[src/hdl/fbsd_pkg.sv]
`timescale 1ns / 1ps
// ----------------------------------------------------------------------------
// fbsd_pkg: shared constants and types for the fuzzy box signed distance
// Fixed-point format, register indexes, internal widths and axis pairing.
// ----------------------------------------------------------------------------
package fbsd_pkg;

    // Fraction bits of the signed fixed-point format (Q11.20 by default)
    localparam int FRAC_BITS = 20;

    // Fuzzy band is 1/128, i.e. 2^(FRAC_BITS-7)
    localparam int EPS_SHIFT = 7;

    localparam int COORD_W = 32;              // point and centre coordinates
    localparam int EXT_W   = 31;              // half_length / radius
    localparam int REL_W   = COORD_W + 1;     // p - c
    localparam int DIST_W  = COORD_W + 2;     // |p - c| - ext
    localparam int DIFF_W  = DIST_W + 1;      // difference of two distances
    localparam int GAP_W   = FRAC_BITS - EPS_SHIFT + 1;
    localparam int SQ_W    = 2 * GAP_W;
    localparam int ADD_W   = SQ_W - FRAC_BITS;
    localparam int AXES    = 3;
    localparam int PAIRS   = 3;
    localparam int CFG_AW  = 3;
    localparam int CFG_DW  = 32;

    localparam logic [GAP_W-1:0]  NEAR_BAND = GAP_W'(64'd1 << (FRAC_BITS - EPS_SHIFT));
    localparam logic [EXT_W-1:0]  UNIT_EXT  = EXT_W'(64'd1 << FRAC_BITS);

    typedef logic signed [REL_W-1:0]  t_rel;
    typedef logic signed [DIST_W-1:0] t_dist;
    typedef logic signed [DIFF_W-1:0] t_diff;
    typedef logic [EXT_W-1:0]         t_ext;
    typedef logic [GAP_W-1:0]         t_gap;
    typedef logic [ADD_W-1:0]         t_add;

    typedef enum logic [CFG_AW-1:0] {
        CFG_CENTER_X    = 3'd0,
        CFG_CENTER_Y    = 3'd1,
        CFG_CENTER_Z    = 3'd2,
        CFG_HALF_LENGTH = 3'd3,
        CFG_RADIUS      = 3'd4,
        CFG_LONG_AXIS   = 3'd5
    } t_cfg_reg;

    // Axis pairs xy, xz, yz
    localparam int PAIR_A [PAIRS] = '{0, 0, 1};
    localparam int PAIR_B [PAIRS] = '{1, 2, 2};

endpackage

[src/hdl/fuzzy_box_signed_distance.sv]
`timescale 1ns / 1ps
// ----------------------------------------------------------------------------
// fuzzy_box_signed_distance: streaming signed distance to an axis-aligned box
// One query point per transaction in, one saturated Q11.20 distance out.
// ----------------------------------------------------------------------------
// Throughput: one point per cycle while the output takes results; seven pipeline
//   registers carry a valid bit each, and a stalled output only holds stages that
//   are full (bubbles close).
// Reset: synchronous, active low; clears valid bits and sets the registers to
//   centre 0, half_length = radius = 1.0, long axis x.
// ----------------------------------------------------------------------------
module fuzzy_box_signed_distance (
    input  logic                        i_clk,
    input  logic                        i_rst_n,
    // Configuration write port
    input  logic                        i_cfg_wr_en,
    input  logic [fbsd_pkg::CFG_AW-1:0] i_cfg_addr,
    input  logic [fbsd_pkg::CFG_DW-1:0] i_cfg_wdata,
    // Point stream in
    input  logic                        i_s_tvalid,
    output logic                        o_s_tready,
    input  logic [95:0]                 i_s_tdata,  // point_x, point_y, point_z
    // Distance stream out
    output logic                        o_m_tvalid,
    input  logic                        i_m_tready,
    output logic [31:0]                 o_m_tdata   // distance
);

    localparam int STAGES = 7;

    // ------------------------------------------------------------------
    // Configuration registers
    // ------------------------------------------------------------------
    logic signed [fbsd_pkg::COORD_W-1:0] r_center [fbsd_pkg::AXES];
    fbsd_pkg::t_ext                      r_half_length;
    fbsd_pkg::t_ext                      r_radius;
    logic [1:0]                          r_long_axis;

    always_ff @(posedge i_clk) begin
        if (!i_rst_n) begin
            r_center[0]   <= '0;
            r_center[1]   <= '0;
            r_center[2]   <= '0;
            r_half_length <= fbsd_pkg::UNIT_EXT;
            r_radius      <= fbsd_pkg::UNIT_EXT;
            r_long_axis   <= 2'd0;
        end else if (i_cfg_wr_en) begin
            case (fbsd_pkg::t_cfg_reg'(i_cfg_addr))
                fbsd_pkg::CFG_CENTER_X:    r_center[0]   <= i_cfg_wdata;
                fbsd_pkg::CFG_CENTER_Y:    r_center[1]   <= i_cfg_wdata;
                fbsd_pkg::CFG_CENTER_Z:    r_center[2]   <= i_cfg_wdata;
                fbsd_pkg::CFG_HALF_LENGTH: r_half_length <= i_cfg_wdata[fbsd_pkg::EXT_W-1:0];
                fbsd_pkg::CFG_RADIUS:      r_radius      <= i_cfg_wdata[fbsd_pkg::EXT_W-1:0];
                fbsd_pkg::CFG_LONG_AXIS:   r_long_axis   <= i_cfg_wdata[1:0];
                default: ; // indexes beyond the list are dropped
            endcase
        end
    end

    // ------------------------------------------------------------------
    // Pipeline flow control: a stage loads when it is empty or when the
    // stage after it loads too. The last stage looks at the output side.
    // ------------------------------------------------------------------
    logic [STAGES:1] r_vld;
    logic [STAGES:1] w_en;

    always_comb begin
        w_en[STAGES] = !r_vld[STAGES] || i_m_tready;
        for (int k = STAGES - 1; k >= 1; k--) begin
            w_en[k] = !r_vld[k] || w_en[k+1];
        end
    end

    assign o_s_tready = w_en[1];

    always_ff @(posedge i_clk) begin
        if (!i_rst_n) begin
            r_vld <= '0;
        end else begin
            if (w_en[1]) begin
                r_vld[1] <= i_s_tvalid;
            end
            for (int k = 2; k <= STAGES; k++) begin
                if (w_en[k]) begin
                    r_vld[k] <= r_vld[k-1];
                end
            end
        end
    end

    // ------------------------------------------------------------------
    // Stage 1: offset from the centre and pick the extent of each axis
    // ------------------------------------------------------------------
    fbsd_pkg::t_rel r_s1_rel [fbsd_pkg::AXES];
    fbsd_pkg::t_ext r_s1_ext [fbsd_pkg::AXES];

    always_ff @(posedge i_clk) begin
        if (w_en[1]) begin
            for (int a = 0; a < fbsd_pkg::AXES; a++) begin
                r_s1_rel[a] <= fbsd_pkg::t_rel'(
                                   $signed(i_s_tdata[a*fbsd_pkg::COORD_W +: fbsd_pkg::COORD_W]))
                             - fbsd_pkg::t_rel'(r_center[a]);
                // Long axis three selects none: all axes use radius
                r_s1_ext[a] <= (r_long_axis == 2'(a)) ? r_half_length : r_radius;
            end
        end
    end

    // ------------------------------------------------------------------
    // Stage 2: per-axis distance |p - c| - ext
    // ------------------------------------------------------------------
    fbsd_pkg::t_dist r_s2_d [fbsd_pkg::AXES];
    logic [fbsd_pkg::REL_W-1:0] w_s2_mag [fbsd_pkg::AXES];

    always_comb begin
        for (int a = 0; a < fbsd_pkg::AXES; a++) begin
            w_s2_mag[a] = r_s1_rel[a][fbsd_pkg::REL_W-1] ? (~r_s1_rel[a] + 1'b1) : r_s1_rel[a];
        end
    end

    always_ff @(posedge i_clk) begin
        if (w_en[2]) begin
            for (int a = 0; a < fbsd_pkg::AXES; a++) begin
                r_s2_d[a] <= $signed({1'b0, w_s2_mag[a]})
                           - $signed({3'b000, r_s1_ext[a]});
            end
        end
    end

    // ------------------------------------------------------------------
    // Stage 3: pairwise difference and plain maximum
    // ------------------------------------------------------------------
    fbsd_pkg::t_diff r_s3_diff [fbsd_pkg::PAIRS];
    fbsd_pkg::t_dist r_s3_big  [fbsd_pkg::PAIRS];

    always_ff @(posedge i_clk) begin
        if (w_en[3]) begin
            for (int q = 0; q < fbsd_pkg::PAIRS; q++) begin
                r_s3_diff[q] <= fbsd_pkg::t_diff'(r_s2_d[fbsd_pkg::PAIR_A[q]])
                              - fbsd_pkg::t_diff'(r_s2_d[fbsd_pkg::PAIR_B[q]]);
                r_s3_big[q]  <= (r_s2_d[fbsd_pkg::PAIR_A[q]] > r_s2_d[fbsd_pkg::PAIR_B[q]])
                              ? r_s2_d[fbsd_pkg::PAIR_A[q]] : r_s2_d[fbsd_pkg::PAIR_B[q]];
            end
        end
    end

    // ------------------------------------------------------------------
    // Stage 4: distance below the fuzzy band edge; zero outside the band
    // (a difference of exactly the band width also gives zero)
    // ------------------------------------------------------------------
    fbsd_pkg::t_dist r_s4_big [fbsd_pkg::PAIRS];
    fbsd_pkg::t_gap  r_s4_gap [fbsd_pkg::PAIRS];
    logic [fbsd_pkg::DIFF_W-1:0] w_s4_abs [fbsd_pkg::PAIRS];

    always_comb begin
        for (int q = 0; q < fbsd_pkg::PAIRS; q++) begin
            w_s4_abs[q] = r_s3_diff[q][fbsd_pkg::DIFF_W-1] ? (~r_s3_diff[q] + 1'b1)
                                                          : r_s3_diff[q];
        end
    end

    always_ff @(posedge i_clk) begin
        if (w_en[4]) begin
            for (int q = 0; q < fbsd_pkg::PAIRS; q++) begin
                r_s4_big[q] <= r_s3_big[q];
                if (w_s4_abs[q] <= fbsd_pkg::DIFF_W'(fbsd_pkg::NEAR_BAND)) begin
                    r_s4_gap[q] <= fbsd_pkg::NEAR_BAND - w_s4_abs[q][fbsd_pkg::GAP_W-1:0];
                end else begin
                    r_s4_gap[q] <= '0;
                end
            end
        end
    end

    // ------------------------------------------------------------------
    // Stage 5: square the gap and drop the fraction bits (floor)
    // ------------------------------------------------------------------
    fbsd_pkg::t_dist r_s5_big [fbsd_pkg::PAIRS];
    fbsd_pkg::t_add  r_s5_add [fbsd_pkg::PAIRS];
    logic [fbsd_pkg::SQ_W-1:0] w_s5_sq [fbsd_pkg::PAIRS];

    always_comb begin
        for (int q = 0; q < fbsd_pkg::PAIRS; q++) begin
            w_s5_sq[q] = fbsd_pkg::SQ_W'(r_s4_gap[q]) * fbsd_pkg::SQ_W'(r_s4_gap[q]);
        end
    end

    always_ff @(posedge i_clk) begin
        if (w_en[5]) begin
            for (int q = 0; q < fbsd_pkg::PAIRS; q++) begin
                r_s5_big[q] <= r_s4_big[q];
                r_s5_add[q] <= w_s5_sq[q][fbsd_pkg::SQ_W-1:fbsd_pkg::FRAC_BITS];
            end
        end
    end

    // ------------------------------------------------------------------
    // Stage 6: fuzzy maximum of each pair
    // ------------------------------------------------------------------
    fbsd_pkg::t_diff r_s6_val [fbsd_pkg::PAIRS];

    always_ff @(posedge i_clk) begin
        if (w_en[6]) begin
            for (int q = 0; q < fbsd_pkg::PAIRS; q++) begin
                r_s6_val[q] <= fbsd_pkg::t_diff'(r_s5_big[q])
                             + $signed({{(fbsd_pkg::DIFF_W - fbsd_pkg::ADD_W){1'b0}},
                                        r_s5_add[q]});
            end
        end
    end

    // ------------------------------------------------------------------
    // Stage 7: largest of the three pairs, saturate to 32 bits
    // ------------------------------------------------------------------
    localparam fbsd_pkg::t_diff SAT_HI = fbsd_pkg::DIFF_W'(64'sd2147483647);
    localparam fbsd_pkg::t_diff SAT_LO = fbsd_pkg::DIFF_W'(-64'sd2147483648);

    logic [31:0]     r_s7_out;
    fbsd_pkg::t_diff w_s7_m01;
    fbsd_pkg::t_diff w_s7_best;

    always_comb begin
        w_s7_m01  = (r_s6_val[0] > r_s6_val[1]) ? r_s6_val[0] : r_s6_val[1];
        w_s7_best = (r_s6_val[2] > w_s7_m01) ? r_s6_val[2] : w_s7_m01;
    end

    always_ff @(posedge i_clk) begin
        if (w_en[7]) begin
            if (w_s7_best > SAT_HI) begin
                r_s7_out <= SAT_HI[31:0];
            end else if (w_s7_best < SAT_LO) begin
                r_s7_out <= SAT_LO[31:0];
            end else begin
                r_s7_out <= w_s7_best[31:0];
            end
        end
    end

    assign o_m_tvalid = r_vld[STAGES];
    assign o_m_tdata  = r_s7_out;

    // ------------------------------------------------------------------
    // Assertions
    // ------------------------------------------------------------------
    // Input held off only when every stage is full
    a_ready_full: assert property (@(posedge i_clk) disable iff (!i_rst_n)
        !o_s_tready |-> (&r_vld))
        else $error("input stalled with a free pipeline stage");

    // A full stage 6 moving on lands in the output stage
    a_advance: assert property (@(posedge i_clk) disable iff (!i_rst_n)
        (r_vld[6] && w_en[7]) |=> o_m_tvalid)
        else $error("item lost between stage 6 and output");

    // Gap never exceeds the band width
    a_gap_bound: assert property (@(posedge i_clk) disable iff (!i_rst_n)
        r_vld[4] |-> (r_s4_gap[0] <= fbsd_pkg::NEAR_BAND && r_s4_gap[1] <= fbsd_pkg::NEAR_BAND
                      && r_s4_gap[2] <= fbsd_pkg::NEAR_BAND))
        else $error("fuzzy gap beyond band width");

    // An accepted transaction reaches stage 1 on the next edge
    a_load: assert property (@(posedge i_clk) disable iff (!i_rst_n)
        (i_s_tvalid && o_s_tready) |=> r_vld[1])
        else $error("accepted transaction not captured");

endmodule

[config.mk]
export PLATFORM = sky130hd
export DESIGN_NAME = fuzzy_box_signed_distance
export DESIGN_NICKNAME = d
export VERILOG_FILES = /design/src/hdl/fbsd_pkg.sv /design/src/hdl/fuzzy_box_signed_distance.sv
export SDC_FILE = /design/constraint.sdc
export NUM_CORES = 2
export LEC_CHECK = 0
export ABC_AREA = 1
export BUFFER_PORTS_ARGS = -buffer_cell sky130_fd_sc_hd__buf_2
export CORE_MARGIN = 3
export CORE_UTILIZATION = 46
export CTS_CLUSTER_SIZE = 30
export DETAILED_ROUTE_END_ITERATION = 10
export HOLD_SLACK_MARGIN = 0.05
export MAX_ROUTING_LAYER = met4
export PLACE_DENSITY = 0.71
export SLEW_MARGIN = 20
export SYNTH_ARGS = -nofsm -noshare
export SYNTH_HDL_FRONTEND = slang
export SYNTH_SLANG_ARGS = --single-unit
[constraint.sdc]
create_clock -name i_clk -period 33.4 [get_ports i_clk]
set_input_delay 6.68 -clock i_clk [delete_from_list [all_inputs] [get_ports i_clk]]
set_output_delay 6.68 -clock i_clk [all_outputs]
set_load 0.02 [all_outputs]
# Word-level counts from Yosys, hierarchy flattened
# Memories as Yosys holds them, arrays and structs flattened.
# Cells that the tools add are included.
[op_classes]
muxes = 64
magnitude_cmp = 10
multipliers = 3
reduce_logical = 19
add_sub_neg = 21
n_bitwise = 12
n_eq_ne = 7
[ops]
columns = ["cell", "n"]
rows = [
  ["2-to-1 mux 35 bit", 5],
  ["2-to-1 mux 32 bit", 4],
  ["adder 34 x 9 -> 35 bit", 3],
  ["adder 35 x 1 -> 35 bit (second input constant)", 3],
  ["less-or-equal comparator 35 x 14 -> 1 bit (second input constant)", 3],
  ["inverter 35 bit", 3],
  ["subtractor 34 x 34 -> 35 bit", 3],
  ["greater-than comparator 34 bit", 3],
  ["2-to-1 mux 34 bit", 3],
  ["subtractor 33 x 31 -> 34 bit", 3],
  ["adder 33 x 1 -> 33 bit (second input constant)", 3],
  ["2-to-1 mux 33 bit", 3],
  ["inverter 33 bit", 3],
  ["subtractor 32 x 32 -> 33 bit", 3],
  ["2-to-1 mux 31 bit", 3],
  ["multiplier 14 x 14 -> 28 bit", 3],
  ["greater-than comparator 35 bit", 2],
  ["2-to-1 mux 1 bit", 43],
  ["2-to-1 mux 14 bit", 3],
  ["subtractor 14 bit (first input constant)", 3],
  ["greater-than comparator 35 x 32 -> 1 bit (second input constant)", 1],
  ["less-than comparator 35 x 32 -> 1 bit (second input constant)", 1],
  ["zero test 1 bit", 7],
  ["logical OR 1 bit", 7],
  ["9 further kinds", 18],
]
[word_totals]
mem_bits_rw = 972
reg_bits = 103
mem_count = 11
elab_cells = 158
[mem_list]
columns = ["memory", "depth", "width", "read_ports", "rd_ports_with_merged_regs", "wr", "line_no", "rtl"]
rows = [
  ["r_s3_diff", 3, 35, 3, 0, 3, "fuzzy_box_signed_distance.sv:133", "fbsd_pkg::t_diff r_s3_diff [fbsd_pkg::PAIRS];"],
  ["r_s6_val", 3, 35, 3, 0, 3, "fuzzy_box_signed_distance.sv:200", "fbsd_pkg::t_diff r_s6_val [fbsd_pkg::PAIRS];"],
  ["r_s2_d", 3, 34, 3, 0, 3, "fuzzy_box_signed_distance.sv:112", "fbsd_pkg::t_dist r_s2_d [fbsd_pkg::AXES];"],
  ["r_s3_big", 3, 34, 3, 0, 3, "fuzzy_box_signed_distance.sv:134", "fbsd_pkg::t_dist r_s3_big [fbsd_pkg::PAIRS];"],
  ["r_s4_big", 3, 34, 3, 0, 3, "fuzzy_box_signed_distance.sv:151", "fbsd_pkg::t_dist r_s4_big [fbsd_pkg::PAIRS];"],
  ["r_s5_big", 3, 34, 3, 0, 3, "fuzzy_box_signed_distance.sv:178", "fbsd_pkg::t_dist r_s5_big [fbsd_pkg::PAIRS];"],
  ["5 more memories", "-", "-", "-", "-", "-", "-", ""],
]

# Longest topological paths before layout
[depth]
depth_word = 10
mapped_depth = 38
mapped_depth_nobuf = 34

# Worst setup path after synthesis
# No wires, ideal clock.
[synth_path]
kind = "input port to output port"
startpoint = "input port i_m_tready"
endpoint = "output port o_s_tready"
slack_ns = 4.946
arrival_time_ns = 21.774
path_buffers = 0
cell_stages = 12
required_time_ns = 26.720
cell_sequence = "nor2_1 inv_1 nor2_1 inv_1 nor2_1 inv_1 nor2_1 inv_2 nor2_1 inv_1 nor2_1 nand2_1"
[synth_via]
elab_chain_len = 7
[synth_lines]
columns = ["item", "line_no", "rtl"]
rows = [
  ["start: declaration", "fuzzy_box_signed_distance.sv:25", "input logic i_m_tready,"],
  ["logical OR 1 bit", "fuzzy_box_signed_distance.sv:68", "w_en[STAGES] = !r_vld[STAGES] || i_m_tready;"],
  ["named net w_en (one bit)", "fuzzy_box_signed_distance.sv:65", "logic [STAGES:1] w_en;"],
  ["logical OR 1 bit", "fuzzy_box_signed_distance.sv:70", "w_en[k] = !r_vld[k] || w_en[k+1];"],
  ["named net w_en (one bit)", "fuzzy_box_signed_distance.sv:65", ""],
  ["logical OR 1 bit", "fuzzy_box_signed_distance.sv:70", ""],
  ["named net w_en (one bit)", "fuzzy_box_signed_distance.sv:65", ""],
  ["logical OR 1 bit (2 in series)", "fuzzy_box_signed_distance.sv:70", ""],
  ["named net w_en (one bit)", "fuzzy_box_signed_distance.sv:65", ""],
  ["logical OR 1 bit (2 in series)", "fuzzy_box_signed_distance.sv:70", ""],
  ["end: declaration", "fuzzy_box_signed_distance.sv:21", "output logic o_s_tready,"],
]
# The timed path passes the listed nets, and every way through them passes these cells.

# Worst setup path after layout
# Same ends and word-level chain as after synthesis.

==> reports/results.txt <==
crit path launch type = input pin
Post-CTS Setup Bufs = 0
Clock Sinks = 1075
Seq/Total Area, Yosys = 40.0%
first-pass GRT wire length = 336000 um
CP Class = input pin to output port
fin crit period = 18.64 ns
antenna-violating nets left = 0
CTS Buffer Depth = 3
Internal = 4.23 mW
reg2reg end = r_s1_rel[0][28]
antenna violations before repair = 2
Initial Util = 46.4%
worst-skew pair later-pin latency = 0.77 ns
combinational power share = 49.8%
clock power share = 16.2%
P_sw = 3.68 mW
period utilisation layout = 55.8%
Static Leak = 40.6 nW
Post-route DRC = 0
switching share of power = 46.5%
root buffer cell = clkbuf_16
Reg-to-Reg Start = r_vld[7]
EDFF count, synth = 990
Fin. Hold Viols = 0
Synth Area per Inst = 9.00 um2
gp weighted congestion = 1.02
Hold Buf Count CTS = 0
RSZ-0062 raised after global routing = false
setup tns final = 0 ns
Critical Path Start = i_m_tready
All-Layer GR Usage = 25.5%
HPWL Detailed = 178000 um
Final Skew = 0.0576 ns
boundary pin count = 170
pin count of the biggest net entering global routing = 128
area growth from synthesis to layout = 8.83%
die height = 420 um
CTS tree = built
I/O Buffers = 169
share of synthesized registers carrying an async set or reset = 0%
post-CTS sizing = 0
Post-Syn Instances = 8746
Max Clk Rate = 0.0536 GHz
nets@finish = 10000
Syn Nets = 9897
Cell Area, Synth = 78700 um2
power share of the sequential group = 34.1%
data required time of the worst path = 26.72 ns
initial DRC count = 5067
setup ws final = 14.76 ns
Critical Path End = o_s_tready
total wire length = 218000 um
Cell Pwr Density = 92.3 nW/um2
CP max FO = 127
synthesized flop and latch total = 1075
Slew Limit Fails = 0
max-cap viol count = 0
Setup-failing EPs final = 0
TritonCTS Buffers = 111
gr ovfl total = 0
Hold Path Class = flop to flop
htree depth = 3
vias in the first global route = 59100
Max rail drop VDD = 90.4 uV
Worst Hold Launch = r_s4_big[0][60]
Core Box Area = 170000 um2
CP arrival = 11.96 ns
status = completed
Vias = 59800
row cnt = 151
vias per inst = 5.34
warnings from Yosys = 0
crit end category = output port
worst-case reg-to-reg path depth = 16
share of layout cells above drive strength 1 = 5.71%
Worst slew margin = 26.7%
Avg WL per Cell = 19.5 um
Die W = 420 um
post-synth cell types = 66
Least-Margin Pin Slew = 1.10 ns
dpl ws = 14.68 ns
Clock transition at path regs = 0.06 ns
Synth Flop Type = edfxtp_1
reg2reg setup slack = 26.31 ns
DRT Pass-1 Iters = 7
Die ar. = 176000 um2
==> cells in the mapped netlist (12+ instances only) <==
master,count,area share [%]
fa_1,360,9.2
nand2_1,1688,8.1
xnor2_1,200,2.2
nand3_1,267,1.7
o211ai_1,21,0.20
dfxtp_1,85,2.2
o21ai_0,513,3.3
a221oi_1,12,0.13
edfxtp_1,990,38
nor3_1,116,0.74
nor2_2,14,0.11
inv_2,28,0.13
buf_2,20,0.13
o21ai_1,55,0.35
a21oi_1,595,3.8
inv_1,1509,7.2
clkbuf_1,115,0.55
a31oi_1,26,0.21
o21a_1,31,0.30
nor3_2,17,0.22
nor2_1,657,3.1
o221ai_1,17,0.19
o21bai_1,13,0.12
nor4_1,43,0.34
ha_1,655,10
a211oi_1,15,0.14
nand3b_1,19,0.18
nand3_2,18,0.23
a21o_1,28,0.27
nand4_1,92,0.73
xor2_1,396,4.4
buf_6,13,0.19
==> critical path, stage by stage <==
cell     delay (ns)
buf_2          0.10
nor2_1         0.22
inv_1          0.13
buf_4          0.28
nor2_1         0.23
inv_4          0.22
nor2_1         0.24
inv_4          0.29
nor2_1         0.92
inv_6          0.42
nor2_1         0.41
inv_8          0.32
nor2_1         0.41
nand2_4        0.54
buf_2          0.39
==> cell type report <==
class                      count  area (um2)
timing repair buffer         196        1090
antenna                        1        2.50
sequential                  1075       31400
fill                       15400       84000
clock buffer                 132        2910
clock inverter                75         855
tap                         2218        2780
inverter                    1541        5800
multi-input combinational   5972       40800
==> worst min path at each step <==
stage / cells after the start / endpoint
final: 0 / r_s5_big[0][60]
after global routing: 0 / r_s5_big[0][7]
after CTS: 0 / r_s4_big[0][33]
after detailed placement: 0 / r_s4_big[0][19]
after global placement: 0 / r_s4_big[0][0]
after floorplan: 0 / r_s4_big[0][0]
==> layout by cell type, fill, tap and decap left out, types with 26 or more instances in the layout <==
| master | count |
|---|---|
| inv_2 | 27 |
| inv_1 | 1505 |
| xnor2_1 | 200 |
| nor2_1 | 654 |
| a21oi_1 | 595 |
| nor4_1 | 43 |
| o21ai_1 | 55 |
| edfxtp_1 | 990 |
| a31oi_1 | 26 |
| a21o_1 | 28 |
| fa_1 | 360 |
| clkbuf_16 | 112 |
| xor2_1 | 396 |
| nand3_1 | 267 |
| nand4_1 | 92 |
| nor3_1 | 116 |
| dfxtp_1 | 85 |
| ha_1 | 655 |
| o21a_1 | 31 |
| buf_2 | 169 |
| o21ai_0 | 511 |
| nand2_1 | 1687 |
==> sequential cells by signal (all words and copies together) (netlist names), 32 cells and up <==
| signal | count |
|---|---|
| r_s3_big | 102 |
| r_s5_big | 102 |
| r_s1_rel | 99 |
| r_s4_big | 102 |
| o_m_tdata | 32 |
| r_s1_ext | 93 |
| r_s4_gap | 42 |
| r_s2_d | 102 |
| r_center | 96 |
| r_s6_val | 105 |
| r_s3_diff | 105 |
==> cell families after synthesis <==
group,count (synthesis),share of synthesized area (%)
AO/OA/AOI/OAI,1376,9.51
XOR/XNOR,598,6.68
adder cells (fa/ha/maj),1015,19.6
buffers and inverters,1699,8.30
flip-flops,1075,40.0
multiplexers,1,0.0143
AND/OR/NAND/NOR,2982,16.0
==> power by group through the flow <==
stage	Clock [mW]	Sequential (mW)	Combinational [mW]
after floorplan	0	2.48	2.79
after global placement	0	2.69	3.85
after detailed placement	0	2.71	3.90
after CTS	1.30	2.68	3.92
after global routing	1.35	2.73	4.39
final	1.28	2.69	3.93
==> routing by layer <==
metal	up-vias	global-route usage [%]	part of all wire, %
met4	0	13.9	6.6
met1	28200	30.8	40
met2	2036	42.0	47
li1	29100	-	-
met3	474	2.88	5.6
met5	-	-	0
==> per-stage QoR <==
step	util [%]	instances	instance area [um2]	hold slack, ns	power, mW
2_1_floorplan	-	8746	78700	0.400	5.26
3_3_place_gp	48.2	11000	81800	0.403	6.54
3_5_place_dp	48.2	11000	81900	0.405	6.61
4_1_cts	50.5	11200	85600	0.416	7.90
5_1_grt	50.5	11200	85600	0.421	8.47
6_report	50.5	11200	85600	0.412	7.91
Note: power is estimated with default switching activity, not from simulation.
